[config.mk]
export PLATFORM = sky130hd
export DESIGN_NAME = bew_reduce
export DESIGN_NICKNAME = d
export VERILOG_FILES = /design/src/hw/rtl/bew_pkg.sv /design/src/hw/rtl/bew_reduce.sv
export SDC_FILE = /design/constraint.sdc
export NUM_CORES = 1
export LEC_CHECK = 0
export BUFFER_PORTS_ARGS = -buffer_cell sky130_fd_sc_hd__buf_4
export CAP_MARGIN = 20
export CORE_ASPECT_RATIO = 0.75
export CORE_MARGIN = 2
export CORE_UTILIZATION = 58
export CTS_BUF_LIST = sky130_fd_sc_hd__clkbuf_4 sky130_fd_sc_hd__clkbuf_8
export CTS_CLUSTER_DIAMETER = 40
export DETAILED_ROUTE_END_ITERATION = 10
export PLACE_DENSITY = 0.77
export SLEW_MARGIN = 0
export SYNTH_ARGS = -nofsm -noshare
export SYNTH_HDL_FRONTEND = slang
export SYNTH_SLANG_ARGS = --single-unit
export TNS_END_PERCENT = 50
[constraint.sdc]
create_clock -name clk -period 7.29 [get_ports clk]
set_input_delay 1.0935 -clock clk [delete_from_list [all_inputs] [get_ports clk]]
set_output_delay 1.0935 -clock clk [all_outputs]
set_load 0.02 [all_outputs]
[src/hw/rtl/bew_pkg.sv]
// Shared constants and types for the Bernoulli edge weight pipeline.
package bew_pkg;

  localparam int DATA_W = 24;
  localparam int FRAC_W = 16;
  localparam int OUT_W  = DATA_W - 1;
  localparam int BAND_W = 8;

  // exponential datapath: unsigned fraction with QP bits
  localparam int QP    = 56;
  localparam int TS_W  = FRAC_W + 6;        // |x| below the cutoff of 48.0
  localparam int N_W   = 7;                 // shift count n, at most 69
  localparam int TERMS = 16;                // later series terms are always zero
  localparam int REM_W = TS_W + QP - FRAC_W;
  localparam int Q_W   = FRAC_W + 3;

  localparam logic [QP-1:0]     LN2   = 56'hB17217F7D1CF7A;
  localparam logic [QP:0]       ONE   = (QP + 1)'(1) << QP;
  localparam logic [DATA_W-1:0] T_CUT = DATA_W'(48) << FRAC_W;

  // n = floor(t * 2^(QP-FRAC_W) / LN2) estimated as (t * K_RECIP) >> K_SH
  localparam int K_SH = 40;
  localparam int K_W  = K_SH - FRAC_W + 2;
  localparam logic [K_W-1:0] K_RECIP =
    K_W'((128'd1 << (K_SH + QP - FRAC_W)) / 128'(LN2));

  typedef struct packed {
    logic              neg;
    logic [DATA_W-1:0] t;
    logic              clip;
    logic              near;
    logic              big;
  } side_t;

endpackage

[src/hw/rtl/bew_reduce.sv]
// Front stages: difference, clamp, magnitude, and range reduction t = n*ln2 + r.
module bew_reduce (
  input  logic                        clk,
  input  logic                        rst,
  input  logic                        in_valid,
  input  logic [bew_pkg::DATA_W-1:0]  v_here,
  input  logic [bew_pkg::DATA_W-1:0]  v_prev,
  input  logic [bew_pkg::BAND_W-1:0]  band,
  output logic                        out_valid,
  output bew_pkg::side_t              out_side,
  output logic [bew_pkg::N_W-1:0]     out_n,
  output logic [bew_pkg::QP-1:0]      out_r
);

  localparam int DW   = bew_pkg::DATA_W;
  localparam int QP   = bew_pkg::QP;
  localparam int TS_W = bew_pkg::TS_W;
  localparam int TP_W = bew_pkg::TS_W + bew_pkg::QP - bew_pkg::FRAC_W;
  localparam int PR_W = bew_pkg::TS_W + bew_pkg::K_W;

  logic [DW:0]              diff;
  logic [DW-1:0]            x_sat;
  logic                     clip_sat;
  logic                     vld1;
  logic [DW-1:0]            x1;
  logic                     clip1;
  logic [DW-1:0]            t_abs;
  logic                     vld2;
  bew_pkg::side_t           side2;
  logic [PR_W-1:0]          prod;
  logic                     vld3;
  bew_pkg::side_t           side3;
  logic [bew_pkg::N_W-1:0]  n3;
  logic [TP_W-1:0]          tp;
  logic [TP_W:0]            r_full;
  logic                     vld4;
  bew_pkg::side_t           side4;
  logic [bew_pkg::N_W-1:0]  n4;
  logic [QP:0]              r4;

  always_comb begin
    diff     = {v_here[DW-1], v_here} - {v_prev[DW-1], v_prev};
    clip_sat = diff[DW] != diff[DW-1];
    if (clip_sat) begin
      x_sat = diff[DW] ? {1'b1, {(DW-1){1'b0}}} : {1'b0, {(DW-1){1'b1}}};
    end else begin
      x_sat = diff[DW-1:0];
    end
  end

  always_ff @(posedge clk) begin
    if (rst) begin
      vld1 <= 1'b0;
    end else begin
      vld1 <= in_valid;
    end
    x1    <= x_sat;
    clip1 <= clip_sat;
  end

  // most negative x maps to 2^(DW-1), still fits unsigned
  assign t_abs = x1[DW-1] ? (DW'(0) - x1) : x1;

  always_ff @(posedge clk) begin
    if (rst) begin
      vld2 <= 1'b0;
    end else begin
      vld2 <= vld1;
    end
    side2.neg  <= x1[DW-1];
    side2.t    <= t_abs;
    side2.clip <= clip1;
    side2.near <= t_abs <= DW'(band);
    side2.big  <= t_abs >= bew_pkg::T_CUT;
  end

  assign prod = PR_W'(side2.t[TS_W-1:0]) * PR_W'(bew_pkg::K_RECIP);

  always_ff @(posedge clk) begin
    if (rst) begin
      vld3 <= 1'b0;
    end else begin
      vld3 <= vld2;
    end
    side3 <= side2;
    n3    <= prod[bew_pkg::K_SH +: bew_pkg::N_W];
  end

  // estimate is n or n-1
  assign tp     = {side3.t[TS_W-1:0], {(QP - bew_pkg::FRAC_W){1'b0}}};
  assign r_full = (TP_W + 1)'(tp) - (TP_W + 1)'(n3) * (TP_W + 1)'(bew_pkg::LN2);

  always_ff @(posedge clk) begin
    if (rst) begin
      vld4 <= 1'b0;
    end else begin
      vld4 <= vld3;
    end
    side4 <= side3;
    n4    <= n3;
    r4    <= r_full[QP:0];
  end

  always_ff @(posedge clk) begin
    if (rst) begin
      out_valid <= 1'b0;
    end else begin
      out_valid <= vld4;
    end
    out_side <= side4;
    if (r4 >= (QP + 1)'(bew_pkg::LN2)) begin
      out_r <= QP'(r4 - (QP + 1)'(bew_pkg::LN2));
      out_n <= n4 + bew_pkg::N_W'(1);
    end else begin
      out_r <= r4[QP-1:0];
      out_n <= n4;
    end
  end

`ifndef ASSERT_OFF
  a_rem_reduced: assert property (@(posedge clk) disable iff (rst)
    out_valid && !out_side.big |-> out_r < bew_pkg::LN2)
    else $error("range reduction left r at or above ln2");
`endif

endmodule

==> metrics.yaml, run 1 <==
yosys:
  ys_top_cells_by_area: "dfxtp_1, ha_1, fa_1, inv_1, xnor2_1"
  synth-edff-count: 0
  syn_inst: 2635
  ys_warn_count: 0
  synth_top_area_cell: "dfxtp_1"
  syn-cell-area_mm2: 0.0250
  synth_ff_type: "dfxtp_1"
  seq_area_frac_synth_pct: 21.8
  synth_seq_cells: 272
  syn-num-nets: 3357
  synthArstFlopShare_pct: 0
  syn_avg_cell_area_um2: 9.48
  yosysTopAreaCellShare_pct: 21.8
  synth_cell_types: 82
timing:
  report.final.slew_viol_count: 0
  final.setup.worst_slack_ps: 155
  worst_pin_slew_ps: 856
  tns_ps: 0
  fin_crit_sh_pct: 97.9
  fin_skew_ps: 55.0
  setup_viol: 0
  finalCriticalPeriod_ps: 7140
  relSlewSlack_pct: 42.8
  max_clock_freq_mhz: 140
  rsz0062_at_grt: "true"
  finalHoldViolations: 0
grt:
  grt_max_degree: 31
  grt_pass1_vias: 19900
  overflow: 0
  grtUsageTotal_pct: 31.2
  antenna_found_initial: 1
  grt_pass1_wl_um: 108000
worst_setup_path:
  max_stage_delay_ps: 720
  required_ps: 7820
  endpoint_kind: "register"
  cp.arrival_ps: 7660
  rr_worst_depth: 29
  crit_fanout: 4
  crit_top_cell: "a21o_1"
  path_class: "reg2reg"
  worst_path_max_delay_cell: "fa_2"
  crit_path_start_kind: "register"
finish:
  design_area_mm2: 0.0293
  drive_gt1_share_pct: 16.6
  fill_cells: 3261
  mostFrequentLayoutCell: "inv_1"
  area_growth_pct: 17.4
  fin_cells: 3568
  layout.nets: 3685
  final_cell_mix: "inv_1, ha_1, buf_4"
clock_tree:
  cts_max_level: 2
  tritoncts: "yes"
  cts_root_buffer: "clkbuf_8"
  numCtsBuffers: 46
  clock_sinks: 272
  ctsHoldBuffers: 0
  clkTransAtPathRegs_ps: 70
  clock_latency_ps: 640
  cts_buffer_depth: 3
run:
  maxCapViolCount: 0
die:
  io_pins: 151
  initial_core_util_pct: 59.1
  die_x_um: 244
  dieArea_mm2: 0.0448
  die_h_um: 184
  rows: 65
  core-area_mm2: 0.0423
placed_design:
  place_inst: 3473
  hpwl_um: 59000
  gp_congestion: 1.04
  port_buffers: 149
  dpl_cell_area_mm2: 0.0279
  place_ws_ps: -247
drt:
  ant_nets: 0
  routed_wl_um: 68900
  drc: 0
  vias_per_cell: 5.55
  wl_per_cell_um: 19.3
  first_pass_iters: 8
  drtIter0Drc: 1476
  vias: 19800
worst_hold_path:
  min_path_type: "reg2reg"
  worstHoldPathCells: 0
run_status:
  status: "finished, final reports clean"
## path summary, 6_finish.rpt
check        slack, ps       end     start
max reg2reg        150    r4[56]     n3[6]
max                150    r4[56]     n3[6]
min reg2reg        320  side4[0]  side3[0]
min                320  side4[0]  side3[0]
## cells by family after synthesis
family / Yosys count / synth area share [%]
and+or+nand+nor: 520 / 10.5
adders and majority gates: 665 / 40.7
xor gates and xnor gates: 211 / 7.40
DFF: 272 / 21.8
muxes: 1 / 0.0401
buffers and inverters: 539 / 8.24
AOI/OAI and AO/OA: 426 / 11.3
other: 1 / 0.0150
## synthesized netlist by cell type (all sizes together), types with 24 or more instances
cell type,instances
dfxtp,272
nor3,43
clkbuf,27
a21oi,123
nand2,130
nand4,33
or2,24
o21ai,75
ha,417
nand3,47
xnor2,135
a21o,62
fa,246
inv,501
xor2,76
nor2,111
## sequential cells by signal (all words and copies together), names as in the netlist, 24 cells and up
signal,flops
out_r,54
side4,28
side2,28
out_side,28
r4,55
side3,28
x1,24
## area by class of cell
cell class | count | area, µm² | area share [%]
Antenna cell | 2 | 5.00 | 0.0171
Clock buffer | 62 | 791 | 2.70
Clock inverter | 20 | 278 | 0.947
Inverter | 501 | 1880 | 6.41
Multi-Input combinational cell | 1824 | 17800 | 60.7
Sequential cell | 272 | 5460 | 18.6
Tap cell | 569 | 712 | 2.43
Timing Repair Buffer | 318 | 2400 | 8.19
## stage by stage
stage,util (%),hold slack [ps]
floorplan,-,310
global placement,65.9,310
detailed placement,65.9,313
CTS,68.5,321
global route,69.4,329
finish,69.4,320
## metal layers
layer	up-vias	wire length, µm	track usage (%)
li1	9416	-	-
met2	914	27200	43.9
met5	-	0	0
met3	61	8580	10.1
met1	9427	32300	46.6
met4	0	889	6.05
## critical path, delay by kind of cell (launching register included)
kind / cells / cell delay, ps
buf+inv: 2 / 230
simple gates: 2 / 350
flops: 1 / 320
compound gates: 16 / 3300
xor+xnor: 3 / 480
fa+ha+maj: 6 / 2370
## repair_timing
action | CTS | global route
setup endpoints to repair | 3 | 7
setup buffers | 0 | 10
pin swaps | 0 | 22
gates resized for setup | 7 | 52
Power of run 1 is not shown: default switching activity piles up to over one toggle a cycle in this logic, so the estimate is an artifact.
==> run 2, diff against run 1 <==
CORE_UTILIZATION = 59   (was 58)
PLACE_DENSITY = 0.75   (was 0.77)
clock period = 8.75 ns   (was 7.29 ns; I/O delays follow)
==> metrics.yaml, run 2 (same netlist as run 1, synthesis figures left out) <==
run_status:
  status: "finished, final reports clean"
finish:
  largest_register_ffs: 55
  final_cell_mix: "inv_1, ha_1, dfxtp_1"
  reg_top3: "r4: 55 flops, out_r: 54 flops"
  regMostFlops: "r4"
  design_area_mm2: 0.0278
  area_growth_pct: 11.2
  fin_cells: 3412
  fill_cells: 3392
  drive_gt1_share_pct: 10.2
  layout.nets: 3533
  mostFrequentLayoutCell: "inv_1"
grt:
  antenna_found_initial: 2
  overflow: 0
  grt_max_degree: 31
  grt_pass1_vias: 19000
  grt_pass1_wl_um: 103000
  grtUsageTotal_pct: 30.1
worst_hold_path:
  min_path_type: "reg2reg"
  worstHoldPathCells: 0
  hold_start: "side2[26]"
  min_to: "side3[26]"
timing:
  setup_viol: 0
  finalCriticalPeriod_ps: 8320
  tns_ps: 0
  rsz0062_at_grt: "false"
  finalHoldViolations: 0
  report.final.slew_viol_count: 0
  max_clock_freq_mhz: 120
  fin_skew_ps: 37.7
  timing.hold.ws_ps: 320
  relSlewSlack_pct: 30.2
  worst_pin_slew_ps: 1030
  fin_crit_sh_pct: 95.1
clock_tree:
  cts_root_buffer: "clkbuf_8"
  clock_sinks: 272
  cts_max_level: 2
  tritoncts: "yes"
  numCtsBuffers: 45
  ctsHoldBuffers: 0
  clkTransAtPathRegs_ps: 60
  clock_latency_ps: 630
  cts_buffer_depth: 3
die:
  initial_core_util_pct: 59.7
  die_h_um: 182
  core-area_mm2: 0.0419
  rows: 65
  io_pins: 151
  dieArea_mm2: 0.0440
  die_x_um: 242
drt:
  drtIter0Drc: 1352
  first_pass_iters: 5
  vias: 19300
  wl_per_cell_um: 19.2
  drc: 0
  ant_nets: 0
  routed_wl_um: 65600
  vias_per_cell: 5.65
worst_setup_path:
  worst_path_max_delay_cell: "dfxtp_1"
  crit_path_start_kind: "register"
  rr_worst_depth: 29
  max_stage_delay_ps: 590
  crit_fanout: 9
  required_ps: 9290
  rr_startpoint: "n3[6]"
  cp.arrival_ps: 8850
  r2r-end: "r4[56]"
  reg2reg_setup_slack_ps: 430
  crit_top_cell: "a21o_1"
  endpoint_kind: "register"
  path_class: "reg2reg"
placed_design:
  place_inst: 3330
  port_buffers: 149
  gp_congestion: 0.986
  dpl_cell_area_mm2: 0.0268
  hpwl_um: 56700
run:
  maxCapViolCount: 0
-- run 2: cell types whose count changed in the layout (fill, tap and decap cells not counted), sizes merged --
cell,change
clkbuf,-2
diode,+1
clkinv,+5
inv,-4
buf,-151
clkinvlp,-5
-- run 2: final cells by class --
class	instances	area (µm²)	share of cell area, %
antenna	3	7.51	0.0270
clock inverter	16	240	0.864
clock buffer	60	757	2.72
sequential	272	5450	19.6
tap	569	712	2.56
inverter	501	1880	6.77
multi-input combinational	1824	17500	63.0
timing repair buffer	167	1250	4.51
-- run 2: critical path: cells and delay by family, from the launching register on --
kind	cells	cell delay, ps
XOR/XNOR	3	730
flip-flops	1	590
AO/OA/AOI/OAI	16	3920
adder cells (fa/ha/maj)	6	2550
AND/OR/NAND/NOR	1	190
buffers and inverters	3	250
-- run 2: what timing repair did --
action,4_1_cts,5_1_grt
gates resized for setup,0,3
buffers inserted,0,2
setup endpoints to repair,0,5
-- run 2: worst max-delay path by stage --
stage          startpoint  endpoint  cells after the start  slack [ps]
2_1_floorplan       n3[5]    r4[56]                     29        1150
3_3_place_gp        n3[4]    r4[56]                     31         210
3_5_place_dp        n3[4]    r4[56]                     31         100
4_1_cts             n3[6]    r4[56]                     31          50
5_1_grt             n3[6]    r4[56]                     29         0.3
6_report            n3[6]    r4[56]                     29         430
-- run 2: metrics by stage --
step / utilization [%] / setup WS (ps)
finish: 66.4 / 431
global route: 66.3 / 0.268
CTS: 66.3 / 51.5
detailed placement: 63.9 / 102
global placement: 63.9 / 214
floorplan: - / 1150
-- run 2: per-layer routing --
metal	GRT usage, %	up-vias	share of wire, %
met5	0	-	0
met3	10.0	54	13
met2	40.8	837	38
met1	46.5	9260	48
li1	-	9113	-
met4	4.87	0	1.0
Power of run 2 is left out for the same reason.
==> run 3, diff against run 2 <==
REMOVE_ABC_BUFFERS = 1   (was default)
==> metrics.yaml, run 3 (same netlist as run 1, synthesis figures left out) <==
grt:
  grt_pass1_wl_um: 106000
  antenna_found_initial: 0
  grt_pass1_vias: 19200
  overflow: 0
  grtUsageTotal_pct: 31.2
  grt_max_degree: 31
clock_tree:
  cts_resized: 0
  cts_setup_buffers: 0
  numCtsBuffers: 44
  cts_root_buffer: "clkbuf_8"
  tritoncts: "yes"
  clkTransAtPathRegs_ps: 60
  cts_max_level: 2
  ctsHoldBuffers: 0
  clock_latency_ps: 620
  clock_sinks: 272
  cts_buffer_depth: 3
drt:
  first_pass_iters: 6
  drtIter0Drc: 1426
  ant_nets: 0
  vias_per_cell: 5.59
  drc: 0
  vias: 19100
  routed_wl_um: 67500
  wl_per_cell_um: 19.7
worst_setup_path:
  crit_path_start_kind: "register"
  path_class: "reg2reg"
  rr_worst_depth: 31
  required_ps: 9300
  crit_fanout: 11
  r2r-end: "r4[56]"
  crit_top_cell: "a21o_1"
  endpoint_kind: "register"
  worst_path_max_delay_cell: "ha_1"
  rr_startpoint: "n3[6]"
  cp.arrival_ps: 8720
  reg2reg_setup_slack_ps: 580
  max_stage_delay_ps: 560
timing:
  tns_ps: 0
  finalHoldViolations: 0
  rsz0062_at_grt: "false"
  report.final.slew_viol_count: 0
  fin_crit_sh_pct: 93.4
  setup_viol: 0
  fin_skew_ps: 33.0
  max_clock_freq_mhz: 122
  finalCriticalPeriod_ps: 8170
  relSlewSlack_pct: 33.6
  worst_pin_slew_ps: 988
finish:
  largest_register_ffs: 55
  mostFrequentLayoutCell: "inv_1"
  reg_top3: "r4: 55 flops, out_r: 54 flops"
  final_cell_mix: "inv_1, ha_1, dfxtp_1"
  layout.nets: 3541
  fill_cells: 3371
  drive_gt1_share_pct: 10.6
  regMostFlops: "r4"
  area_growth_pct: 11.4
placed_design:
  hpwl_um: 58000
  gp_congestion: 0.989
  port_buffers: 149
run:
  maxCapViolCount: 0
worst_hold_path:
  worstHoldPathCells: 0
  hold_start: "side2[25]"
  min_path_type: "reg2reg"
  min_to: "side3[25]"
die:
  io_pins: 151
  die_x_um: 242
  rows: 65
  die_h_um: 182
  core-area_mm2: 0.0419
  dieArea_mm2: 0.0440
  initial_core_util_pct: 59.7
run_status:
  status: "finished, final reports clean"
-- run 3: critical path: cells and delay by family, from the launching register on --
| family | cells | cell delay [ps] |
|---|---|---|
| flip-flops | 1 | 530 |
| adder cells (fa/ha/maj) | 6 | 2660 |
| XOR/XNOR | 3 | 500 |
| buffers and inverters | 5 | 650 |
| AND/OR/NAND/NOR | 2 | 260 |
| AO/OA/AOI/OAI | 15 | 3510 |
-- run 3: worst max-delay path by stage --
stage / startpoint / endpoint / slack, ps
2_1_floorplan: n3[5] / r4[56] / 1150
3_3_place_gp: n3[4] / r4[56] / 730
3_5_place_dp: n3[4] / r4[56] / 610
4_1_cts: n3[4] / r4[56] / 550
5_1_grt: n3[6] / r4[56] / 80
6_report: n3[6] / r4[56] / 580
-- run 3: through the flow --
step                      instance area (µm²)  cells  hold WS, ps  setup WS (ps)  utilization [%]
after floorplan                         24800   2597          310           1150                -
after global placement                  26800   3339          310            726             64.0
after detailed placement                26800   3339          312            606             64.0
after CTS                               27800   3419          327            547             66.4
after global routing                    27800   3422          327           78.3             66.4
final                                   27800   3424          323            578             66.4
-- run 3: layout make-up --
cell class	count	area (µm²)	share of cell area, %
antenna	2	5.00	0.0180
clock buffer	63	792	2.85
clock inverter	17	183	0.656
inverter	501	1880	6.76
multi-input combinational	1824	17500	62.8
sequential	272	5450	19.6
tap	569	712	2.56
timing repair buffer	176	1320	4.75
-- run 3: layer usage --
layer	GRT usage, %	wire length [µm]
met1	47.8	33700
met2	42.3	25100
met3	10.4	7750
met4	5.89	962
met5	0	0
Power of run 3 is left out for the same reason.
